## src/hdl/for_pkg.sv

```systemverilog
// Shared types and constants of the frame output reorder block.
package for_pkg;

   localparam int SRC_W = 4;
   localparam int CNT_W = 8;
   localparam int HINT_W = 4;
   localparam int CSR_IDX_W = 2;
   localparam int CSR_DATA_W = 4;

   localparam logic [SRC_W-1:0] FRAME_SOURCE = 4'd8;

   localparam logic [1:0] OP_LOAD  = 2'd0;
   localparam logic [1:0] OP_SHOW  = 2'd1;
   localparam logic [1:0] OP_DRAIN = 2'd2;

   localparam logic [CSR_IDX_W-1:0] CSR_HINT_BITS = 2'd0;
   localparam logic [CSR_IDX_W-1:0] CSR_PASS      = 2'd1;

   typedef enum logic [1:0] {
      MODE_PRE   = 2'd0,
      MODE_HIT   = 2'd1,
      MODE_DRAIN = 2'd2
   } mode_type;

   // search token that walks the row of slot cells
   typedef struct packed {
      logic             valid;
      logic             found;
      logic [SRC_W-1:0] idx;
      logic [CNT_W-1:0] cpoc;
   } token_type;

   // broadcast from the sequencer to every cell
   typedef struct packed {
      logic              load;
      logic [2:0]        load_idx;
      logic              load_valid;
      logic              load_pending;
      logic [CNT_W-1:0]  load_count;
      logic              clear_used;
      logic              mark;
      logic [SRC_W-1:0]  mark_idx;
      mode_type          mode;
      logic [CNT_W-1:0]  last_count;
      logic [HINT_W-1:0] hint_bits;
   } ctl_type;

endpackage

```

## src/hdl/for_cell.sv

```systemverilog
// One reference slot: its marks, its count and one stage of the search chain.
module for_cell
   import for_pkg::*;
#(
   parameter int IDX = 0
) (
   input  logic      clock,
   input  logic      reset,
   input  ctl_type   ctl,
   input  token_type prev_tok,
   output token_type next_tok
);

   logic             valid_ff, valid_in;
   logic             pending_ff, pending_in;
   logic             used_ff, used_in;
   logic [CNT_W-1:0] count_ff, count_in;
   token_type        tok_ff, tok_in;

   logic             elig;
   logic             take;
   logic signed [8:0] d_last;
   logic signed [8:0] d_cand;

   // wrapping signed difference over the configured number of hint bits
   function automatic logic signed [8:0] hint_diff(logic [CNT_W-1:0] a, logic [CNT_W-1:0] b,
                                                   logic [HINT_W-1:0] bits);
      logic [HINT_W-1:0] n;
      logic [8:0]        full;
      logic [7:0]        d;
      logic [8:0]        r;
      n = (bits > 4'd8) ? 4'd8 : bits;
      full = 9'd1 << n;
      // for 8 bits the low byte of full is zero, so the mask wraps to all ones
      d = (a - b) & (full[7:0] - 8'd1);
      if (n == 4'd0)
         r = 9'd0;
      else if ((9'(d) & (full >> 1)) != 9'd0)
         r = 9'(d) - full;
      else
         r = 9'(d);
      return signed'(r);
   endfunction

   always_comb begin
      elig = valid_ff & pending_ff & ~used_ff;
      d_last = hint_diff(count_ff, ctl.last_count, ctl.hint_bits);
      d_cand = hint_diff(count_ff, prev_tok.cpoc, ctl.hint_bits);
      unique case (ctl.mode)
         MODE_PRE: begin
            take = elig && (d_last > 9'sd0) && (d_cand < 9'sd0);
         end
         MODE_HIT: begin
            take = elig && (d_last == 9'sd1) && !prev_tok.found;
         end
         MODE_DRAIN: begin
            take = elig && (d_last > 9'sd0) && (!prev_tok.found || (d_cand < 9'sd0));
         end
         default: begin
            take = 1'b0;
         end
      endcase

      tok_in = prev_tok;
      if (take) begin
         tok_in.found = 1'b1;
         tok_in.idx = SRC_W'(IDX);
         tok_in.cpoc = count_ff;
      end

      valid_in = valid_ff;
      pending_in = pending_ff;
      count_in = count_ff;
      if (ctl.load && (32'(ctl.load_idx) == IDX)) begin
         valid_in = ctl.load_valid;
         pending_in = ctl.load_pending;
         count_in = ctl.load_count;
      end

      used_in = used_ff;
      if (ctl.clear_used)
         used_in = 1'b0;
      else if (ctl.mark && (32'(ctl.mark_idx) == IDX))
         used_in = 1'b1;
   end

   always_ff @(posedge clock) begin
      if (reset) begin
         valid_ff <= 1'b0;
         pending_ff <= 1'b0;
         used_ff <= 1'b0;
         tok_ff.valid <= 1'b0;
      end else begin
         valid_ff <= valid_in;
         pending_ff <= pending_in;
         used_ff <= used_in;
         tok_ff.valid <= tok_in.valid;
      end
      count_ff <= count_in;
      tok_ff.found <= tok_in.found;
      tok_ff.idx <= tok_in.idx;
      tok_ff.cpoc <= tok_in.cpoc;
   end

   assign next_tok = tok_ff;

endmodule

```

## src/hdl/frame_output_reorder.sv

```systemverilog
// Top level: item sequencer, result register and the row of slot cells.
//
//   channel   ports                           handshake
//   request   start, busy, req_*              taken when start && !busy
//   result    rsp_valid, rsp_*                one-cycle strobe, no backpressure
//   config    csr_valid, csr_ready, csr_*     taken when csr_valid && csr_ready
//
// One search round injects a token at slot 0 and passes it through each cell
// register to the end of the cell row; the row sets the pace. A load needs no
// search; a show with k earlier or following slots walks the row k+2 times, a
// drain emitting k slots k+1 times; a pass-through show needs no search. Each
// result is registered out in the cycle after it is known to be last or not.
// Synchronous active-high reset clears marks and last count; config gets defaults.
module frame_output_reorder
   import for_pkg::*;
#(
   parameter int SLOT_COUNT = 8
) (
   input  logic                  clock,
   input  logic                  reset,
   input  logic                  start,
   output logic                  busy,
   input  logic [1:0]            req_opcode,
   input  logic [2:0]            req_slot_index,
   input  logic                  req_slot_present,
   input  logic                  req_already_shown,
   input  logic                  req_can_show_later,
   input  logic [CNT_W-1:0]      req_frame_count,
   output logic                  rsp_valid,
   output logic [SRC_W-1:0]      rsp_emitted_source,
   output logic [CNT_W-1:0]      rsp_emitted_count,
   output logic                  rsp_last_of_run,
   input  logic                  csr_valid,
   output logic                  csr_ready,
   input  logic [CSR_IDX_W-1:0]  csr_index,
   input  logic [CSR_DATA_W-1:0] csr_wdata
);

   typedef enum logic [1:0] {
      ST_IDLE = 2'b01,
      ST_SCAN = 2'b10
   } state_type;

   state_type         state_ff, state_in;
   mode_type          mode_ff, mode_in;
   logic [CNT_W-1:0]  frame_ff, frame_in;
   logic [CNT_W-1:0]  last_ff, last_in;
   logic              inject_ff, inject_in;
   logic              held_valid_ff, held_valid_in;
   logic [SRC_W-1:0]  held_src_ff, held_src_in;
   logic [CNT_W-1:0]  held_cnt_ff, held_cnt_in;
   logic              rsp_valid_ff, rsp_valid_in;
   logic [SRC_W-1:0]  rsp_src_ff, rsp_src_in;
   logic [CNT_W-1:0]  rsp_cnt_ff, rsp_cnt_in;
   logic              rsp_last_ff, rsp_last_in;
   logic [HINT_W-1:0] hint_bits_ff, hint_bits_in;
   logic              pass_ff, pass_in;

   logic              accept;
   ctl_type           ctl;
   token_type         chain [SLOT_COUNT+1];
   token_type         tail;
   logic [SLOT_COUNT-1:0] chain_valid;

   logic              emit_do;
   logic              emit_slot;
   logic [SRC_W-1:0]  emit_src;
   logic [CNT_W-1:0]  emit_cnt;
   logic              finish;

   assign accept = start && (state_ff == ST_IDLE);
   assign busy = (state_ff != ST_IDLE);
   assign csr_ready = 1'b1;

   assign chain[0] = '{valid: inject_ff, found: 1'b0, idx: '0, cpoc: frame_ff};
   assign tail = chain[SLOT_COUNT];

   for (genvar i = 0; i < SLOT_COUNT; i++) begin : g_cell
      for_cell #(.IDX(i)) u_cell (
         .clock    (clock),
         .reset    (reset),
         .ctl      (ctl),
         .prev_tok (chain[i]),
         .next_tok (chain[i+1])
      );
      assign chain_valid[i] = chain[i+1].valid;
   end

   always_comb begin
      state_in = state_ff;
      mode_in = mode_ff;
      frame_in = frame_ff;
      last_in = last_ff;
      inject_in = 1'b0;
      held_valid_in = held_valid_ff;
      held_src_in = held_src_ff;
      held_cnt_in = held_cnt_ff;
      rsp_valid_in = 1'b0;
      rsp_src_in = rsp_src_ff;
      rsp_cnt_in = rsp_cnt_ff;
      rsp_last_in = rsp_last_ff;
      hint_bits_in = hint_bits_ff;
      pass_in = pass_ff;

      emit_do = 1'b0;
      emit_slot = 1'b0;
      emit_src = tail.idx;
      emit_cnt = tail.cpoc;
      finish = 1'b0;

      ctl.load = accept && (req_opcode == OP_LOAD);
      ctl.load_idx = req_slot_index;
      ctl.load_valid = req_slot_present;
      ctl.load_pending = req_slot_present && !req_already_shown && req_can_show_later;
      ctl.load_count = req_frame_count;
      ctl.clear_used = 1'b0;
      ctl.mark = 1'b0;
      ctl.mark_idx = tail.idx;
      ctl.mode = mode_ff;
      ctl.last_count = last_ff;
      ctl.hint_bits = hint_bits_ff;

      if (csr_valid) begin
         unique case (csr_index)
            CSR_HINT_BITS: hint_bits_in = csr_wdata;
            CSR_PASS:      pass_in = csr_wdata[0];
            default: ;
         endcase
      end

      unique case (state_ff)
         ST_IDLE: begin
            if (accept) begin
               unique case (req_opcode)
                  OP_SHOW: begin
                     frame_in = req_frame_count;
                     if (pass_ff) begin
                        rsp_valid_in = 1'b1;
                        rsp_src_in = FRAME_SOURCE;
                        rsp_cnt_in = req_frame_count;
                        rsp_last_in = 1'b1;
                        last_in = req_frame_count;
                     end else begin
                        ctl.clear_used = 1'b1;
                        mode_in = MODE_PRE;
                        inject_in = 1'b1;
                        state_in = ST_SCAN;
                     end
                  end
                  OP_DRAIN: begin
                     ctl.clear_used = 1'b1;
                     mode_in = MODE_DRAIN;
                     inject_in = 1'b1;
                     state_in = ST_SCAN;
                  end
                  default: ;
               endcase
            end
         end
         ST_SCAN: begin
            if (tail.valid) begin
               if (tail.found) begin
                  emit_do = 1'b1;
                  emit_slot = 1'b1;
                  inject_in = 1'b1;
               end else if (mode_ff == MODE_PRE) begin
                  // no earlier slot left: the frame itself goes out next
                  emit_do = 1'b1;
                  emit_src = FRAME_SOURCE;
                  emit_cnt = frame_ff;
                  mode_in = MODE_HIT;
                  inject_in = 1'b1;
               end else begin
                  finish = 1'b1;
               end
            end
         end
         default: begin
            state_in = ST_IDLE;
         end
      endcase

      // a held result goes out once it is known whether another follows
      if (emit_do) begin
         if (held_valid_ff) begin
            rsp_valid_in = 1'b1;
            rsp_src_in = held_src_ff;
            rsp_cnt_in = held_cnt_ff;
            rsp_last_in = 1'b0;
         end
         held_valid_in = 1'b1;
         held_src_in = emit_src;
         held_cnt_in = emit_cnt;
         last_in = emit_cnt;
         ctl.mark = emit_slot;
      end
      if (finish) begin
         if (held_valid_ff) begin
            rsp_valid_in = 1'b1;
            rsp_src_in = held_src_ff;
            rsp_cnt_in = held_cnt_ff;
            rsp_last_in = 1'b1;
         end
         held_valid_in = 1'b0;
         state_in = ST_IDLE;
      end
   end

   always_ff @(posedge clock) begin
      if (reset) begin
         state_ff <= ST_IDLE;
         mode_ff <= MODE_PRE;
         last_ff <= '0;
         inject_ff <= 1'b0;
         held_valid_ff <= 1'b0;
         rsp_valid_ff <= 1'b0;
         hint_bits_ff <= 4'd7;
         pass_ff <= 1'b0;
      end else begin
         state_ff <= state_in;
         mode_ff <= mode_in;
         last_ff <= last_in;
         inject_ff <= inject_in;
         held_valid_ff <= held_valid_in;
         rsp_valid_ff <= rsp_valid_in;
         hint_bits_ff <= hint_bits_in;
         pass_ff <= pass_in;
      end
   end

   always_ff @(posedge clock) begin
      frame_ff <= frame_in;
      held_src_ff <= held_src_in;
      held_cnt_ff <= held_cnt_in;
      rsp_src_ff <= rsp_src_in;
      rsp_cnt_ff <= rsp_cnt_in;
      rsp_last_ff <= rsp_last_in;
   end

   assign rsp_valid = rsp_valid_ff;
   assign rsp_emitted_source = rsp_src_ff;
   assign rsp_emitted_count = rsp_cnt_ff;
   assign rsp_last_of_run = rsp_last_ff;

`ifndef SYNTHESIS
   a_one_token: assert property (@(posedge clock) disable iff (reset)
      $onehot0(chain_valid))
      else $error("more than one search token in the cell row");

   a_tail_in_scan: assert property (@(posedge clock) disable iff (reset)
      tail.valid |-> (state_ff == ST_SCAN))
      else $error("search token arrived outside a scan");

   a_held_in_scan: assert property (@(posedge clock) disable iff (reset)
      held_valid_ff |-> (state_ff == ST_SCAN))
      else $error("held result while idle");

   a_more_follows: assert property (@(posedge clock) disable iff (reset)
      (rsp_valid && !rsp_last_of_run) |-> busy)
      else $error("non-final result but the item has finished");
`endif

endmodule

```

## config.mk

```make
export PLATFORM = sky130hd
export DESIGN_NAME = frame_output_reorder
export DESIGN_NICKNAME = d
export VERILOG_FILES = /design/src/hdl/for_pkg.sv /design/src/hdl/for_cell.sv /design/src/hdl/frame_output_reorder.sv
export SDC_FILE = /design/constraint.sdc
export NUM_CORES = 1
export LEC_CHECK = 0
export BUFFER_PORTS_ARGS = -buffer_cell sky130_fd_sc_hd__buf_2
export CORE_MARGIN = 3
export CORE_UTILIZATION = 66
export DETAILED_ROUTE_END_ITERATION = 12
export GPL_TIMING_DRIVEN = 0
export PLACE_DENSITY = 0.83
export REMOVE_ABC_BUFFERS = 1
export SETUP_SLACK_MARGIN = 0.15
export SLEW_MARGIN = 20
export SYNTH_ARGS = -nofsm -noshare
export SYNTH_HDL_FRONTEND = slang
export SYNTH_HIERARCHICAL = 1
export SYNTH_SLANG_ARGS = --single-unit
```

## constraint.sdc

```tcl
create_clock -name clock -period 10.38 [get_ports clock]
set_clock_uncertainty 0.15 [all_clocks]
set_input_delay 0.519 -clock clock [delete_from_list [all_inputs] [get_ports clock]]
set_output_delay 0.519 -clock clock [all_outputs]
set_load 0.02 [all_outputs]
```

* Word level (Yosys, flattened, before mapping)
Index checks and enable logic that the tools add are counted.
Storage, ports and cells: register bits 253, input port bits 26, output and inout port bits 16, word-level logic and storage cells 452
Cells by class: $add $sub $neg 33, order comparisons 17, equal/unequal tests 36, shift operators 1, mux-type cells 122, bitwise operators 57, reductions and logical operators 108
Operators with widths (number):
- two-way mux 9 bit | 32
- AND 8 bit | 32
- two-way mux 8 bit | 24
- nonzero test 9 bit | 16
- subtractor 8 x 9 -> 9 bit | 16
- subtractor 8 bit | 16
- == test 9 x 2 -> 1 bit, second input constant | 8
- greater-than comparator 9 x 1 -> 1 bit, second input constant | 8
- < comparator 9 x 1 -> 1 bit, second input constant | 8
- logical AND 1 bit | 58
- two-way mux 4 bit | 13
- two-way mux 1 bit | 31
- case mux 1 bit (3 select lines) | 8
- AND 1 bit | 16
- == test 4 x 3 -> 1 bit, second input constant | 4
- case mux 2 bit (2 select lines) | 4
- two-way mux 2 bit | 7
- two-way mux 13 bit | 1
- == test 3 bit, second input constant | 4
- nonzero test 2 bit | 5
- NOT 1 bit | 9
- left shift 1 x 4 -> 9 bit, first input constant | 1
- == test 2 x 1 -> 1 bit, second input constant | 4
- == test 4 x 2 -> 1 bit, second input constant | 2
- 21 further kinds | 47

* Depth between registers and ports, before layout
word-level depth 14, mapped depth 21, depth with buffers taken out 20

* Hierarchy
The synthesis kept the hierarchy.
By module, submodules not included:
- for_cell at g_cell[6].u_cell | instances 1, cells each 281, area an instance 2512.4 µm², seq. area each 580.6 µm²
- for_cell at g_cell[1].u_cell | instances 1, cells each 287, area an instance 2478.6 µm², seq. area each 580.6 µm²
- for_cell at g_cell[5].u_cell | instances 1, cells each 290, area an instance 2478.6 µm², seq. area each 580.6 µm²
- for_cell at g_cell[3].u_cell | instances 1, cells each 290, area an instance 2477.4 µm², seq. area each 580.6 µm²
- for_cell at g_cell[4].u_cell | instances 1, cells each 288, area an instance 2474.9 µm², seq. area each 580.6 µm²
- for_cell at g_cell[2].u_cell | instances 1, cells each 291, area an instance 2468.6 µm², seq. area each 580.6 µm²
- for_cell at g_cell[0].u_cell | instances 1, cells each 287, area an instance 2419.8 µm², seq. area each 580.6 µm²
- frame_output_reorder | instances 1, cells each 210, area an instance 2364.8 µm², seq. area each 1261.2 µm²
- for_cell at g_cell[7].u_cell | instances 1, cells each 273, area an instance 2299.7 µm², seq. area each 580.6 µm²

* Worst setup path after synthesis
OpenSTA, ideal clock, no wires.
kind register to register, start reg hint_bits_ff[0], end reg g_cell[7].u_cell.tok_ff, in the netlist g_cell[7].u_cell/next_tok[2], library setup time 0.123 ns, arrival 4.408 ns, data required time 10.107 ns, setup slack 5.698 ns, cell stages (with the launch flop) 15, buffers on the path 2, clock period less this slack 4.682 ns, cells stage by stage dfxtp_1 -> buf_6 -> or4b_4 -> ha_1 -> nor2b_1 -> a21oi_2 -> nor3_1 -> a21oi_1 -> a21o_1 -> or4_1 -> o311a_1 -> or4_4 -> nand4_2 -> buf_6 -> mux2_1
RTL lines:
- start: declaration | RTL line frame_output_reorder.sv:56 | logic [HINT_W-1:0] hint_bits_ff, hint_bits_in;
- start signal: assignment | RTL line frame_output_reorder.sv:226 | hint_bits_ff <= hint_bits_in;
- end: declaration | RTL line for_cell.sv:18 | token_type tok_ff, tok_in;

==> flow_metrics.env <==
export IMPL_synthCells=2497
export IMPL_cp_slowest_stage_delay_ps=920
export IMPL_synth_distinct_cells=115
export IMPL_fin_cells=2954
export IMPL_yosysTopAreaCell="dfxtp_1"
export IMPL_gp_congestion=0.9581
export IMPL_drive_gt1_frac=0.1165
export IMPL_async_flop_share=0
export IMPL_hold_viol=0
export IMPL_period_needed_ps=5718
export IMPL_hold_start="csr_wdata[1]"
export IMPL_clk_latency_ps=520
export IMPL_crit_required_ps=10630
export IMPL_path_clk_slew_ps=70
export IMPL_postCtsSetupRepairBufs=0
export IMPL_die_w_um=188.5
export IMPL_cts_resized=0
export IMPL_nNetsFinal=2713
export IMPL_top_usage_layer="met2"
export IMPL_antenna_found_initial=4
export IMPL_fillCellCount=2429
export IMPL_start_util=0.6720
export IMPL_hold_path_class="input port to flip-flop"
export IMPL_rsz0062_at_grt="no"
export IMPL_firstDrtPassIters=6
export IMPL_critPathLaunch="last_ff[0]"
export IMPL_grt_met3_usage=0.04242
export IMPL_setup_violations=0
export IMPL_wl_per_cell_um=21.27
export IMPL_peakVddDrop_v=0.0001680
export IMPL_cts_tree="yes"
export IMPL_rows=66
export IMPL_ys_top_cells_by_area="dfxtp_1, edfxtp_1, ha_1"
export IMPL_grt_pass1_wl_mm=100.2
export IMPL_ctsLongestPathBuffers=3
export IMPL_ios=42
export IMPL_cts_hold_fix_buffers=0
export IMPL_grt_util_met1=0.4406
export IMPL_timing_fmax_mhz=174.9
export IMPL_max_slew_margin=0.2932
export IMPL_yosysWarnings=6
export IMPL_numCtsBuffers=24
export IMPL_core_area_sq_mm=0.03270
export IMPL_synthTopCellsByCount="nor2_1, inv_1, ha_1, dfxtp_1, nand2_1"
export IMPL_syn_to_final_growth_pct=6.058
export IMPL_overflow=0
export IMPL_powerDensity_mw_per_mm2=106.0
export IMPL_drt_iter0_drc=2223
export IMPL_dpl_hpwl_mm=44.53
export IMPL_netlist_area_sq_mm=0.02197
export IMPL_io_buffers=40
export IMPL_ant_nets=0
export IMPL_worst_path_buf_inv=2
export IMPL_track_usage=0.3427
export IMPL_grt_pass1_vias=19343
export IMPL_critPathTopFamily="compound AO/OA/AOI/OAI gates"
export IMPL_synth_area_per_cell_sq_um=8.800
export IMPL_crit_arrival_ps=5970
export IMPL_chipHeight_um=188.5
export IMPL_ys_seq_area_frac=0.2687
export IMPL_cp_max_fo=13
export IMPL_multi_input_area_sq_mm=0.01486
export IMPL_grt_max_degree=76
export IMPL_num_vias=19785
export IMPL_r2r_start="last_ff[0]"
export IMPL_synth_top_area_share=0.1540
export IMPL_synth_seq_cells=253
export IMPL_power_leakage_nw=9.539
export IMPL_dp_cells=2905
export IMPL_slew_violations=0
export IMPL_met2_usage=0.5867
export IMPL_clock_sinks=253
export IMPL_wl_mm=62.83
export IMPL_via_per_inst=6.698
export IMPL_crit_chain="ha_1 -> inv_1 -> fa_1 -> a211oi_1 -> nor3b_2 -> o22ai_1 -> xor2_1 -> nor2_1 -> ha_1 -> inv_1 -> o41ai_1 -> a2111oi_2 -> a31oi_2 -> a2111oi_4 -> o221ai_2 -> mux2_2"
export IMPL_synth_edf_count=84
export IMPL_maxCapViolCount=0
export IMPL_cts_htree_levels=1
export IMPL_critical_path_class="flip-flop to flip-flop"
export IMPL_critPathSlowestCell="dfxtp_1"
export IMPL_yosysMostFrequentCell="nor2_1"
export IMPL_end_kind="flip-flop"
export IMPL_synth_ff_type="dfxtp_1"
export IMPL_period_share=0.5509
export IMPL_seqCellArea_sq_mm=0.005923
export IMPL_die_area_sq_mm=0.03552
export IMPL_root_buffer="clkbuf_16"
export IMPL_drt_drc_violations_left=0
export IMPL_worstMarginPinSlew_ps=1060
export IMPL_critPathLaunchType="flip-flop"
export IMPL_setup_tns_ps=0
export IMPL_status="finished, final reports clean"
==> routing by layer <==
layer  vias to the layer above  wire [um]  share of wire
li1                       9202          -              -
met5                         -         47        0.00075
met1                      9332      24890           0.40
met4                         2       2802          0.045
met3                       204       5466          0.087
met2                      1045      29630           0.47
==> stage by stage <==
stage	utilization	power [mW]	hold WS, ps	setup WS [ps]	instance area, sq um
2_1_floorplan	-	1.447	234.6	4186	21470
3_3_place_gp	0.6796	1.554	243.7	1990	22230
3_5_place_dp	0.6870	1.575	240.9	4763	22470
4_1_cts	0.7123	2.457	61.39	4740	23290
5_1_grt	0.7125	2.558	66.92	4374	23300
6_report	0.7127	2.471	71.22	4662	23310
==> path summary, 6_finish.rpt <==
kind	slack [ps]	endpoint	cells past startpoint
worst max-delay path	4660	g_cell[6].u_cell/next_tok[1]	16
worst min register to register	270	g_cell[1].u_cell/next_tok[8]	1
worst min-delay path	70	hint_bits_ff[1]	2
worst max register to register	4660	g_cell[6].u_cell/next_tok[1]	16
==> placed cells by master, fill, tap and decap left out, drive strengths merged, types with 17 or more instances in the layout <==
cell type  netlist  final
xor2            53     53
nand3           31     31
mux2            85     85
nand2          151    151
and2            30     30
nand2b          50     50
nand3b          21     21
o31ai           31     31
inv            200    201
xnor2           47     47
clkbuf          32     36
o21a            41     41
a21oi          113    113
dfxtp          169    169
or2             43     43
or3             27     27
ha             182    182
nor2           217    217
mux2i           70     70
a31oi           39     39
nor2b           53     53
nor3b           27     27
a211o           38     38
buf             57     48
and3            17     17
edfxtp          84     84
o21ai           92     92
nor3            82     82
a21o            31     31
o22ai           21     21
a211oi          59     59
==> where the power goes <==
group	switching [mW]	total [mW]	internal, mW
clock	0.381	0.900	0.519
combinational	0.285	0.485	0.200
sequential	0.0369	1.09	1.05
total	0.703	2.47	1.77
==> worst register-to-register path, cell delays in order (launching register included) <==
cell	delay (ps)
dfxtp_1	920
ha_1	320
inv_1	70
fa_1	430
a211oi_1	390
nor3b_2	160
o22ai_1	180
xor2_1	300
nor2_1	130
ha_1	390
inv_1	100
o41ai_1	410
a2111oi_2	130
a31oi_2	360
a2111oi_4	100
o221ai_2	660
mux2_2	420
==> cell type report <==
class,instances,area share
multi-input cells,1961,0.6375
clock inverters,8,0.002416
repair buffers,48,0.01621
diodes,5,0.0005369
inverters,201,0.03237
flip-flops and latches,253,0.2541
clock buffers,36,0.03307
well taps,442,0.02373
==> registers in the layout (all words and copies together), names as in the netlist <==
register	count
g_cell.u_cell/next_tok	112
g_cell.u_cell/count_ff	64
frame_ff	8
g_cell.u_cell/pending_ff	8
g_cell.u_cell/used_ff	8
g_cell.u_cell/valid_ff	8
held_cnt_ff	8
last_ff	8
rsp_emitted_count	8
held_src_ff	4
hint_bits_ff	4
rsp_emitted_source	4
mode_ff	2
state_ff	2
held_valid_ff	1
inject_ff	1
pass_ff	1
rsp_last_of_run	1
rsp_valid	1
==> cells by family after synthesis <==
logic type	share of synthesized area
compound gates	0.2188
xor+xnor	0.03986
fa+ha+maj	0.1205
buf+inv	0.05842
flops	0.2687
mux	0.08057
other cells	0.0003418
simple gates	0.2128
No activity file was read; power rests on OpenSTA's default activity.
